## src/design/diseqc_message_transmitter_defines.svh

```systemverilog
// Assertion macros for the DiSEqC message transmitter.
// Self-contained; taken in by files that carry concurrent assertions.
`ifndef DISEQC_MESSAGE_TRANSMITTER_DEFINES_SVH
`define DISEQC_MESSAGE_TRANSMITTER_DEFINES_SVH

// Same-cycle implication, disabled during reset
`define DSQ_ASSERT_IMPL(label, clk, rst, ante, cons, msg) \
   label: assert property (@(posedge clk) disable iff (rst) (ante) |-> (cons)) \
      else $error(msg);

// Next-cycle implication, disabled during reset
`define DSQ_ASSERT_NEXT(label, clk, rst, ante, cons, msg) \
   label: assert property (@(posedge clk) disable iff (rst) (ante) |=> (cons)) \
      else $error(msg);

`endif

```

## src/design/dsq_pkg.sv

```systemverilog
// Types and constants for the DiSEqC message transmitter.
// No dependencies; imported by the sequencer, the top level and the testbench.
package dsq_pkg;

   localparam int SLOT_W   = 6;
   localparam int BYTES_W  = 3;
   localparam int BITPOS_W = 4;
   localparam int MSG_W    = 32;

   localparam logic [SLOT_W-1:0]   SLOTS_PER_BIT  = 6'd3;
   localparam logic [BITPOS_W-1:0] BITS_PER_BYTE  = 4'd9;
   localparam logic [BITPOS_W-1:0] DATA_BITS      = 4'd8;
   localparam logic [BYTES_W-1:0]  BYTES_WITH_DATA = 3'd4;
   localparam logic [BYTES_W-1:0]  BYTES_NO_DATA   = 3'd3;

   typedef enum logic [2:0] {
      PH_IDLE = 3'd0,
      PH_PRE  = 3'd1,
      PH_BITS = 3'd2,
      PH_POST = 3'd3
   } phase_type;

   typedef enum logic {
      OP_TICK  = 1'b0,
      OP_START = 1'b1
   } opcode_type;

   typedef struct packed {
      logic tone;
      logic busy_res;
      logic accepted;
      logic message_done;
   } result_type;

endpackage

```

## src/design/dsq_frame_seq.sv

```systemverilog
// Slot sequencer: phase, slot counter, byte shifter and parity for one message.
// Depends on dsq_pkg.
module dsq_frame_seq
   import dsq_pkg::*;
#(
   parameter int PRE_GAP_SLOTS  = 30,
   parameter int POST_GAP_SLOTS = 40
) (
   input  logic       clock,
   input  logic       reset,
   input  logic       advance,
   input  logic       continuous_tone,
   input  logic       opcode,
   input  logic [7:0] framing_byte,
   input  logic [7:0] address_byte,
   input  logic [7:0] command_byte,
   input  logic [7:0] data_byte,
   input  logic       has_data,
   output result_type result
);

   localparam logic [SLOT_W-1:0] PRE_LOAD  = SLOT_W'(PRE_GAP_SLOTS);
   localparam logic [SLOT_W-1:0] POST_LOAD = SLOT_W'(POST_GAP_SLOTS);

   phase_type             phase_ff, phase_in;
   logic [SLOT_W-1:0]     slot_ff, slot_in;
   logic [MSG_W-1:0]      msg_ff, msg_in;
   logic [BYTES_W-1:0]    bytes_ff, bytes_in;
   logic [BITPOS_W-1:0]   bitpos_ff, bitpos_in;
   logic                  parity_ff, parity_in;
   logic                  cur_ff, cur_in;
   logic                  load_bit;
   logic                  head_bit;

   always_comb begin
      phase_in  = phase_ff;
      slot_in   = slot_ff;
      msg_in    = msg_ff;
      bytes_in  = bytes_ff;
      bitpos_in = bitpos_ff;
      parity_in = parity_ff;
      cur_in    = cur_ff;
      load_bit  = 1'b0;
      head_bit  = 1'b0;
      result    = '0;

      if (opcode == OP_START) begin
         if (phase_ff == PH_IDLE) begin
            result.accepted = 1'b1;
            msg_in    = {framing_byte, address_byte, command_byte, data_byte};
            bytes_in  = has_data ? BYTES_WITH_DATA : BYTES_NO_DATA;
            bitpos_in = '0;
            parity_in = 1'b1;
            if (continuous_tone) begin
               phase_in = PH_PRE;
               slot_in  = PRE_LOAD;
            end else begin
               phase_in = PH_BITS;
               load_bit = 1'b1;
            end
         end
      end else begin
         case (phase_ff)
            PH_PRE: begin
               slot_in = slot_ff - 1'b1;
               if (slot_in == '0) begin
                  phase_in  = PH_BITS;
                  bitpos_in = '0;
                  parity_in = 1'b1;
                  load_bit  = 1'b1;
               end
            end
            PH_BITS: begin
               slot_in = slot_ff + 1'b1;
               if (slot_in >= SLOTS_PER_BIT) begin
                  bitpos_in = bitpos_ff + 1'b1;
                  if (bitpos_in >= BITS_PER_BYTE) begin
                     bitpos_in = '0;
                     parity_in = 1'b1;
                     bytes_in  = bytes_ff - 1'b1;
                  end
                  if (bytes_in == '0) begin
                     phase_in = PH_POST;
                     slot_in  = POST_LOAD;
                  end else begin
                     load_bit = 1'b1;
                  end
               end
            end
            PH_POST: begin
               slot_in = slot_ff - 1'b1;
               if (slot_in == '0) begin
                  phase_in            = PH_IDLE;
                  result.message_done = 1'b1;
               end
            end
            default: begin
            end
         endcase
      end

      // data bits come off the top of the shifter; the ninth bit is parity
      if (load_bit) begin
         if (bitpos_in < DATA_BITS) begin
            head_bit  = msg_in[MSG_W-1];
            msg_in    = {msg_in[MSG_W-2:0], 1'b0};
            parity_in = parity_in ^ head_bit;
            cur_in    = head_bit;
         end else begin
            cur_in = parity_in;
         end
         slot_in = '0;
      end

      case (phase_in)
         PH_BITS:         result.tone = cur_in ? (slot_in == '0) : (slot_in < 6'd2);
         PH_PRE, PH_POST: result.tone = 1'b0;
         default:         result.tone = continuous_tone;
      endcase
      result.busy_res = (phase_in != PH_IDLE);
   end

   always_ff @(posedge clock) begin
      if (reset) begin
         phase_ff  <= PH_IDLE;
         slot_ff   <= '0;
         msg_ff    <= '0;
         bytes_ff  <= '0;
         bitpos_ff <= '0;
         parity_ff <= 1'b1;
         cur_ff    <= 1'b0;
      end else if (advance) begin
         phase_ff  <= phase_in;
         slot_ff   <= slot_in;
         msg_ff    <= msg_in;
         bytes_ff  <= bytes_in;
         bitpos_ff <= bitpos_in;
         parity_ff <= parity_in;
         cur_ff    <= cur_in;
      end
   end

endmodule

```

## src/design/diseqc_message_transmitter.sv

```systemverilog
// DiSEqC 1.0 message transmitter, top level: config register and result register.
// Depends on dsq_pkg, dsq_frame_seq and diseqc_message_transmitter_defines.svh.
//
// Usage: each word on the req_ channel is either a tick (one 500 us slot) or a
// start carrying framing, address, command and optional data byte. Every word
// yields exactly one rsp_ word: the tone gate level for the coming slot, busy,
// whether a start was taken and whether the post-message gap just ended.
// csr_we with csr_wdata writes continuous_tone; write it only while idle.
// The response is registered and appears in the cycle after the request is taken.
// One word is taken per cycle while req_stall is low.
// The response register is refilled in the same cycle it is drained, so req_stall
// rises only when a response is held and rsp_stall is high.
// Reset: idle, continuous tone off, no response pending.
// A stalled response holds its value until it is taken.
`include "diseqc_message_transmitter_defines.svh"

module diseqc_message_transmitter
   import dsq_pkg::*;
#(
   parameter int PRE_GAP_SLOTS  = 30,
   parameter int POST_GAP_SLOTS = 40
) (
   input  logic       clock,
   input  logic       reset,
   input  logic       csr_we,
   input  logic       csr_wdata,
   input  logic       req_valid,
   output logic       req_stall,
   input  logic       req_opcode,
   input  logic [7:0] req_framing_byte,
   input  logic [7:0] req_address_byte,
   input  logic [7:0] req_command_byte,
   input  logic [7:0] req_data_byte,
   input  logic       req_has_data,
   output logic       rsp_valid,
   input  logic       rsp_stall,
   output logic       rsp_tone,
   output logic       rsp_busy_res,
   output logic       rsp_accepted,
   output logic       rsp_message_done
);

   logic       cont_tone_ff;
   logic       rsp_valid_ff;
   result_type rsp_ff;
   result_type seq_result;
   logic       advance;

   assign req_stall = rsp_valid_ff & rsp_stall;
   assign advance   = req_valid & ~req_stall;

   dsq_frame_seq #(
      .PRE_GAP_SLOTS  (PRE_GAP_SLOTS),
      .POST_GAP_SLOTS (POST_GAP_SLOTS)
   ) u_seq (
      .clock           (clock),
      .reset           (reset),
      .advance         (advance),
      .continuous_tone (cont_tone_ff),
      .opcode          (req_opcode),
      .framing_byte    (req_framing_byte),
      .address_byte    (req_address_byte),
      .command_byte    (req_command_byte),
      .data_byte       (req_data_byte),
      .has_data        (req_has_data),
      .result          (seq_result)
   );

   always_ff @(posedge clock) begin
      if (reset) begin
         cont_tone_ff <= 1'b0;
      end else if (csr_we) begin
         cont_tone_ff <= csr_wdata;
      end
   end

   always_ff @(posedge clock) begin
      if (reset) begin
         rsp_valid_ff <= 1'b0;
      end else if (advance) begin
         rsp_valid_ff <= 1'b1;
      end else if (!rsp_stall) begin
         rsp_valid_ff <= 1'b0;
      end
   end

   // payload: load on every taken word, hold otherwise
   always_ff @(posedge clock) begin
      if (advance) begin
         rsp_ff <= seq_result;
      end
   end

   assign rsp_valid        = rsp_valid_ff;
   assign rsp_tone         = rsp_ff.tone;
   assign rsp_busy_res     = rsp_ff.busy_res;
   assign rsp_accepted     = rsp_ff.accepted;
   assign rsp_message_done = rsp_ff.message_done;

   `DSQ_ASSERT_NEXT(a_taken_gives_rsp, clock, reset, advance, rsp_valid_ff, "taken word produced no response")
   `DSQ_ASSERT_IMPL(a_accept_busy, clock, reset, rsp_valid_ff && rsp_ff.accepted, rsp_ff.busy_res, "accepted start not busy")
   `DSQ_ASSERT_IMPL(a_done_idle, clock, reset, rsp_valid_ff && rsp_ff.message_done, !rsp_ff.busy_res && !rsp_ff.accepted, "message_done while busy")

endmodule

```

## config.mk

```make
export PLATFORM = sky130hd
export DESIGN_NAME = diseqc_message_transmitter
export DESIGN_NICKNAME = d
export VERILOG_FILES = /design/src/design/dsq_pkg.sv /design/src/design/dsq_frame_seq.sv /design/src/design/diseqc_message_transmitter.sv
export VERILOG_INCLUDE_DIRS = /design/src /design/src/design
export SDC_FILE = /design/constraint.sdc
export NUM_CORES = 1
export LEC_CHECK = 0
export BUFFER_PORTS_ARGS = -buffer_cell sky130_fd_sc_hd__buf_2
export CORE_ASPECT_RATIO = 1.2
export CORE_MARGIN = 2
export CORE_UTILIZATION = 58
export CTS_CLUSTER_DIAMETER = 80
export CTS_CLUSTER_SIZE = 28
export DETAILED_ROUTE_END_ITERATION = 8
export GPL_ROUTABILITY_DRIVEN = 0
export PLACE_DENSITY_LB_ADDON = 0.05
export SLEW_MARGIN = 0
export SYNTH_ARGS = -nofsm -noshare
export SYNTH_HDL_FRONTEND = slang
export SYNTH_SLANG_ARGS = --single-unit
```

## constraint.sdc

```tcl
create_clock -name clock -period 2.7 [get_ports clock]
set_input_delay 0.135 -clock clock [delete_from_list [all_inputs] [get_ports clock]]
set_output_delay 0.135 -clock clock [all_outputs]
set_load 0.02 [all_outputs]
```

==> results.yml, run 1 <==
sta:
  fin_setup_tns_ns: 0
  slew_headroom_pct: 58.9
  fmax_mhz: 393
  finalCritPeriodShare_pct: 94.3
  setup_viol: 0
  hold_viol_final: 0
  worst_slew_pin_slew_ns: 0.616
  clock-skew-final_ns: 0.00914
  rsz0062_at_grt: "no"
  period_needed_ns: 2.55
  drv_slew: 0
routing:
  routedWlPerCell_um: 14.5
  finalWirelength_um: 8940
  drc_errors: 0
  drtIter0Drc: 342
  via_count: 3575
  drt_first_pass_iters: 8
  drtAntennaViolNets: 0
  via_per_inst: 5.78
finish:
  final_cell_mix: "nand2_1 (144), a21oi_1 (49), dfxtp_1 (49)"
  fillers: 544
  final_core_util_pct: 68.6
  final_common_cell: "nand2_1"
  multi_input_area_um2: 2280
  drive_gt1_share_pct: 20.5
  final_net_count: 582
  insertedDiodeCount: 0
  fin_cells: 618
  regArea_um2: 1160
  syn_to_final_growth_pct: 13.8
critical_path:
  critical_path_required_ns: 2.84
  cp_max_fo: 6
  criticalPathCategory: "register to register"
  crit_buf_inv: 1
  critical-path-slowest-cell: "dfxtp_2"
  timing.critical_path.mode_cell: "nand4_1"
  cp_cell_sequence: "ha_2 > nand4_1 > a211oi_2 > o22ai_2 > and3_4 > buf_4 > a221o_1 > nand2_1 > nand4_1 > o31ai_2"
  endpoint_kind: "register"
  crit_arrival_ns: 2.68
  slowest_delay_ns: 0.38
  crit_path_start_kind: "register"
  cp_top_family: "compound AO/OA/AOI/OAI gates"
clock_tree:
  cts_tree: "built"
  cts_hold_buf: 0
  clk_path_buf_depth: 2
  clk_pin_slew_ns: 0.10
  numCtsBuffers: 5
  worstSkewPairLatency_ns: 0.31
  clock_tree.root_cell: "clkbuf_8"
  htree_num_levels: 2
  clkSinkCount: 56
global_route:
  grt_pass1_wl_um: 15100
  grt_max_degree: 32
  first_global_vias: 3479
  antenna_found_initial: 0
  grt-ovfl-total: 0
  grt.total_usage_pct: 26.0
die:
  die_area_um2: 6940
  die_w_um: 76.4
  rows: 31
  die_h_um: 90.8
  core_um2: 6050
  initial_core_util_pct: 60.2
  ioPinCount: 46
pwr:
  p_per_area_nw_per_um2: 463
  leakage_uw: 0.00180
  ir_drop_mv: 0.313
place:
  numPlacedInstances: 600
  portBuffers: 45
  dpl.hpwl_um: 6260
synthesis:
  syn_area_um2: 3640
  synth_area_per_cell_um2: 7.50
  synth_nets: 533
  synth_seq_cells: 56
  ys.flop_type: "dfxtp_1"
  syn-instance-count: 486
  synth.distinct_cells: 69
  yosysWarnings: 0
  seq_area_frac_synth_pct: 31.9
  synth_edf_count: 4
  synth-async-reset-ratio_pct: 0
run:
  max_cap_viol_count: 0
outcome:
  outcome: "complete, no violations"
min_path:
  worst_hold_path_type: "input pin to register"
synth_stat cells (all sizes together), types with 3 or more instances:
| cell type | instances | area share [%] |
|---|---|---|
| mux2 | 5 | 1.6 |
| o221ai | 3 | 0.89 |
| or3 | 3 | 0.51 |
| or2 | 3 | 0.51 |
| buf | 16 | 3.0 |
| nor3 | 9 | 1.5 |
| a221o | 5 | 1.4 |
| and3 | 4 | 0.82 |
| clkbuf | 15 | 1.5 |
| nor2b | 6 | 1.0 |
| nand3 | 10 | 1.4 |
| a21oi | 50 | 6.9 |
| o21a | 3 | 0.62 |
| xnor2 | 4 | 0.96 |
| ha | 7 | 2.4 |
| nand4 | 4 | 0.69 |
| edfxtp | 4 | 3.3 |
| o21ai | 20 | 2.7 |
| a21o | 4 | 1.1 |
| nand2 | 144 | 15 |
| mux2i | 31 | 8.9 |
| nor2 | 29 | 3.5 |
| nor3b | 3 | 0.93 |
| inv | 15 | 1.5 |
| nor4 | 6 | 1.0 |
| a41o | 3 | 0.82 |
| dfxtp | 52 | 29 |
final timing paths:
| check | start | endpoint | depth (start not counted) | slack [ns] |
|---|---|---|---|---|
| max | u_seq.slot_ff[0] | rsp_tone | 10 | 0.15 |
| min | req_valid | rsp_valid | 3 | 0.05 |
| max reg2reg | u_seq.slot_ff[0] | rsp_tone | 10 | 0.15 |
| min reg2reg | u_seq.msg_ff[24] | u_seq.msg_ff[24] | 2 | 0.44 |
cell families after synthesis:
| group | count (synthesis) | share of synthesized area (%) |
|---|---|---|
| compound gates | 108 | 19.7 |
| xor+xnor | 5 | 1.20 |
| fa+ha+maj | 7 | 2.40 |
| flops | 56 | 31.9 |
| simple gates | 227 | 28.1 |
| buf+inv | 47 | 6.18 |
| mux | 36 | 10.5 |
timing repair:
item                                    CTS  global route
endpoints found under the setup margin    3            37
endpoints found under the hold margin     0             0
buffers inserted                          0            10
resized for setup                         0             8
pin swaps                                 1             4
cell type report:
| class | count | area share [%] |
|---|---|---|
| multi-input cells | 383 | 54.9 |
| flip-flops and latches | 56 | 28.1 |
| repair buffers | 73 | 11.1 |
| well taps | 82 | 2.47 |
| clock buffers | 7 | 1.84 |
| inverters | 16 | 1.45 |
| clock inverters | 1 | 0.121 |
sequential cells by signal, summed over array words and instances (netlist names):
name / cells
cont_tone_ff: 1
rsp_accepted: 1
rsp_busy_res: 1
rsp_message_done: 1
rsp_tone: 1
rsp_valid: 1
u_seq.bitpos_ff: 4
u_seq.bytes_ff: 3
u_seq.cur_ff: 1
u_seq.msg_ff: 32
u_seq.parity_ff: 1
u_seq.phase_ff: 3
u_seq.slot_ff: 6
worst min-delay path, cell delays in order:
cell and delay [ns]:
buf_2 0.09, nor2_1 0.04, nor2_1 0.07
layer usage:
layer,vias up,wire length [um],GRT usage [%]
met2,129,4590,47.7
met1,1644,3730,29.6
met4,0,197,10.9
met3,23,420,4.10
met5,-,0,0
li1,1779,-,-
report_power, final:
part	switching, uW	total (uW)	leakage, uW	internal (uW)
Sequential	37.0	927	0.000464	890
Combinational	305	531	0.00129	227
Clock	281	464	0.0000422	184
Total	623	1920	0.00180	1300
per-stage QoR:
step	hold slack [ns]	worst slack, ns	total power, uW	cell area [um2]
after floorplan	0.236	0.262	1310	3640
after global placement	0.360	0.0147	1430	3960
after detailed placement	0.371	0.00381	1440	3960
after CTS	0.0460	-0.0100	1890	4040
after global routing	0.0768	0.00870	2010	4150
final	0.0457	0.154	1920	4150
(Power assumes the default switching activity.)
==> inputs of run 2 (changes only) <==
- CELL_PAD_IN_SITES_DETAIL_PLACEMENT: unset -> 2
- CELL_PAD_IN_SITES_GLOBAL_PLACEMENT: unset -> 2
- CORE_UTILIZATION: 58 -> 34
- TNS_END_PERCENT: unset -> 10
==> results.yml, run 2 (synthesized netlist as in run 1, its figures left out) <==
finish:
  final_core_util_pct: 41.4
  final_cell_area_um2: 4330
  fin_cells: 671
  syn_to_final_growth_pct: 18.9
  final_common_cell: "nand2_1"
  fillers: 1277
  final_cell_mix: "nand2_1 (144), a21oi_1 (50), dfxtp_1 (49)"
  top_register: "u_seq.msg_ff"
  final_net_count: 588
  drive_gt1_share_pct: 21.4
  largest_reg_flops: 32
  largestRegisters: "u_seq.msg_ff: 32 flops, u_seq.slot_ff: 6 flops, u_seq.bitpos_ff: 4 flops"
  insertedDiodeCount: 0
sta:
  hold_viol_final: 0
  finalCritPeriodShare_pct: 95.3
  fmax_mhz: 389
  clock-skew-final_ns: 0.00724
  setup_ws_ns: 0.127
  slew_headroom_pct: 63.5
  setup_viol: 0
  worst_slew_pin_slew_ns: 0.548
  drv_slew: 0
  period_needed_ns: 2.57
critical_path:
  crit_arrival_ns: 2.78
  critical-path-slowest-cell: "dfxtp_1"
  endpoint_kind: "register"
  slowest_delay_ns: 0.54
  cp_max_fo: 10
  crit_path_start_kind: "register"
  critical_path_required_ns: 2.90
  criticalPathCategory: "register to register"
  cp_cell_sequence: "inv_1 > nor2_2 > a41o_1 > o221ai_2 > a21o_2 > nor2_8 > buf_4 > mux2i_1 > nand2_1"
run:
  max_cap_viol_count: 0
pwr:
  p_per_area_nw_per_um2: 521
  p_total_uw: 2260
  leakage_uw: 0.00187
  ir_drop_mv: 0.223
place:
  portBuffers: 45
  post-place-ws_ns: 0.0223
  numPlacedInstances: 656
  placed_area_um2: 4080
  dpl.hpwl_um: 8780
clock_tree:
  htree_num_levels: 2
  cts_tree: "built"
  numCtsBuffers: 5
  clock_tree.root_cell: "clkbuf_16"
  clk_path_buf_depth: 2
  clkSinkCount: 56
  worstSkewPairLatency_ns: 0.31
  cts_hold_buf: 0
  clk_pin_slew_ns: 0.08
routing:
  drtIter0Drc: 120
  drt_first_pass_iters: 4
  routedWlPerCell_um: 17.5
  via_per_inst: 5.38
  drc_errors: 0
  via_count: 3610
  drtAntennaViolNets: 0
  finalWirelength_um: 11800
global_route:
  grt_pass1_wl_um: 19600
  grt_max_degree: 32
  antenna_found_initial: 0
  grt-ovfl-total: 0
  grt.total_usage_pct: 20.8
  first_global_vias: 3942
  grt_use_met3_pct: 3.28
  top_usage_layer: "met2"
  use_met1_pct: 23.7
  grtUsageMet2_pct: 39.3
outcome:
  outcome: "complete, no violations"
min_path:
  worst_hold_path_type: "input pin to register"
die:
  die_h_um: 117
  die_area_um2: 11600
  rows: 41
  ioPinCount: 46
  die_w_um: 98.5
  core_um2: 10500
  initial_core_util_pct: 34.8
-- run 2: final timing paths --
kind	from	end	slack (ns)	cells past startpoint
max	u_seq.phase_ff[0]	u_seq.msg_ff[2]	0.13	9
min	req_valid	rsp_valid	0.06	3
max reg2reg	u_seq.phase_ff[0]	u_seq.msg_ff[2]	0.13	9
min reg2reg	u_seq.msg_ff[20]	u_seq.msg_ff[20]	0.44	2
-- run 2: final cells by class --
cell class	count	area [um2]	area share, %
Clock inverter	3	47.5	1.10
Sequential cell	56	1160	26.9
Multi-Input combinational cell	383	2270	52.4
Tap cell	129	161	3.72
Timing Repair Buffer	79	505	11.7
Inverter	16	60.1	1.39
Clock buffer	5	125	2.89
-- run 2: critical path, delay by kind of cell, from the launching register on --
kind | cells | cell delay (ns)
compound gates | 3 | 0.72
simple gates | 3 | 0.56
flops | 1 | 0.54
buf+inv | 2 | 0.40
mux | 1 | 0.24
-- run 2: repair_timing --
| item | in CTS | in global routing |
|---|---|---|
| cloned | 0 | 0 |
| buffers inserted | 1 | 6 |
| pin swaps | 1 | 4 |
| hold endpoints to repair | 0 | 0 |
| endpoints found under the setup margin | 2 | 31 |
| gates resized for setup | 0 | 5 |
-- run 2: per-layer routing --
layer | routed length, um | part of all wire, %
met1 | 4790 | 41
met2 | 6490 | 55
met3 | 264 | 2.2
met4 | 220 | 1.9
met5 | 0 | 0
-- run 2: where the power goes --
group | total [uW] | internal, uW | leakage, uW | switching (uW)
Combinational | 553 | 229 | 0.00132 | 324
Sequential | 928 | 889 | 0.000465 | 38.2
Clock | 778 | 442 | 0.0000840 | 336
Total | 2260 | 1560 | 0.00187 | 698
-- run 2: metrics by stage --
stage	hold WS (ns)	TNS, ns
finish	0.0602	0
global route	0.0678	-0.00278
CTS	0.0605	0
detailed placement	0.382	0
global placement	0.359	0
floorplan	0.236	0
==> inputs of run 3 (changes only) <==
- SETUP_SLACK_MARGIN: unset -> 0.5
==> results.yml, run 3 (synthesized netlist as in run 1, its figures left out) <==
outcome:
  outcome: "complete, no violations"
finish:
  final_core_util_pct: 45.5
  final_common_cell: "nand2_1"
  largest_reg_flops: 32
  final_cell_mix: "nand2_1 (144), a21oi_1 (47), buf_2 (45)"
  top_register: "u_seq.msg_ff"
  final_net_count: 608
  insertedDiodeCount: 0
  syn_to_final_growth_pct: 30.6
  largestRegisters: "u_seq.msg_ff: 32 flops, u_seq.slot_ff: 6 flops, u_seq.bitpos_ff: 4 flops"
  fillers: 1215
  drive_gt1_share_pct: 28.8
clock_tree:
  cts_hold_buf: 0
  worstSkewPairLatency_ns: 0.30
  clkSinkCount: 56
  numCtsBuffers: 5
  clock_tree.root_cell: "clkbuf_16"
  htree_num_levels: 2
  cts_tree: "built"
  clk_path_buf_depth: 2
  clk_pin_slew_ns: 0.07
sta:
  period_needed_ns: 2.44
  fmax_mhz: 410
  fin_setup_tns_ns: 0
  setup_viol: 0
  rsz0062_at_grt: "yes"
  clock-skew-final_ns: 0.00563
  worst_slew_pin_slew_ns: 0.635
  slew_headroom_pct: 57.7
  finalCritPeriodShare_pct: 90.3
  drv_slew: 0
  hold_viol_final: 0
pwr:
  ir_drop_mv: 0.228
  p_total_uw: 2260
  leakage_uw: 0.00204
  p_per_area_nw_per_um2: 476
place:
  dpl.hpwl_um: 8840
  portBuffers: 45
global_route:
  use_met1_pct: 26.4
  grt-ovfl-total: 0
  top_usage_layer: "met2"
  grt_max_degree: 32
  grt_pass1_wl_um: 21600
  grt.total_usage_pct: 22.9
  antenna_found_initial: 0
  grtUsageMet2_pct: 43.3
  grt_use_met3_pct: 2.80
  first_global_vias: 4213
critical_path:
  crit_arrival_ns: 2.62
  critical_path_required_ns: 2.89
  cp_max_fo: 5
  crit_path_start_kind: "register"
  critical-path-slowest-cell: "dfxtp_4"
  slowest_delay_ns: 0.42
  endpoint_kind: "register"
  cp_cell_sequence: "inv_4 > ha_2 > nor4_4 > o22ai_4 > o2111a_1 > a21o_4 > nor2_8 > buf_12 > buf_16 > nor2b_2 > a221o_1"
  criticalPathCategory: "register to register"
die:
  rows: 41
  die_w_um: 98.5
  die_area_um2: 11600
  core_um2: 10500
  initial_core_util_pct: 34.8
  ioPinCount: 46
  die_h_um: 117
run:
  max_cap_viol_count: 0
min_path:
  worst_hold_path_type: "input pin to register"
routing:
  drc_errors: 0
  routedWlPerCell_um: 18.6
  drtIter0Drc: 83
  finalWirelength_um: 12900
  drtAntennaViolNets: 0
  drt_first_pass_iters: 4
  via_per_inst: 5.42
  via_count: 3742
==> run 3: cell count changes in the layout (fill, tap and decap cells not counted), moves of 4 or more <==
cell     change
dfxtp_4      +5
buf_4       +10
ha_1         -5
buf_12       +4
ha_4         +4
dfxtp_1      -6
==> run 3: area by class of cell <==
| cell class | count | area (um2) | area share [%] |
|---|---|---|---|
| tap | 129 | 161 | 3.39 |
| clock inverter | 1 | 5.00 | 0.105 |
| clock buffer | 7 | 133 | 2.79 |
| inverter | 16 | 68.8 | 1.45 |
| multi-input combinational | 383 | 2430 | 51.0 |
| timing repair buffer | 99 | 777 | 16.3 |
| sequential | 56 | 1180 | 24.9 |
==> run 3: layer usage <==
| metal | part of all wire (%) | routed length [um] | up-vias |
|---|---|---|---|
| met5 | 0 | 0 | - |
| met3 | 2.0 | 260 | 21 |
| met2 | 54 | 6990 | 43 |
| met1 | 41 | 5330 | 1854 |
| li1 | - | - | 1824 |
| met4 | 2.2 | 287 | 0 |
==> run 3: power by group <==
group	total, uW	internal [uW]	switching [uW]
Combinational	677	309	368
Sequential	927	887	40.6
Clock	660	345	315
==> run 3: timing repair <==
item	4_1_cts	5_1_grt
gates resized for setup	27	10
gates cloned	3	0
endpoints found under the setup margin	47	49
pin swaps	13	6
buffers inserted	24	2
==> run 3: final timing paths <==
| check | end | slack, ns | start | cells past startpoint |
|---|---|---|---|---|
| setup / recovery | u_seq.msg_ff[30] | 0.26 | u_seq.slot_ff[0] | 11 |
| hold / removal | rsp_valid | 0.06 | req_valid | 3 |
| setup reg to reg | u_seq.msg_ff[30] | 0.26 | u_seq.slot_ff[0] | 11 |
| hold reg to reg | u_seq.msg_ff[21] | 0.44 | u_seq.msg_ff[21] | 2 |
==> run 3: worst max-delay path, delay by kind of cell, from the launching register on <==
family / cells / cell delay, ns
adder cells (fa/ha/maj): 1 / 0.21
flip-flops: 1 / 0.42
AO/OA/AOI/OAI: 4 / 0.82
buffers and inverters: 3 / 0.33
AND/OR/NAND/NOR: 3 / 0.53
==> run 3: per-stage QoR <==
stage | worst slack, ns | area (um2) | instances | hold WS [ns]
2_1_floorplan | 0.478 | 3740 | 486 | 0.236
3_3_place_gp | 0.178 | 4170 | 654 | 0.362
3_5_place_dp | 0.0701 | 4170 | 654 | 0.375
4_1_cts | 0.298 | 4710 | 689 | 0.0576
5_1_grt | 0.151 | 4760 | 691 | 0.109
6_report | 0.262 | 4760 | 691 | 0.0618
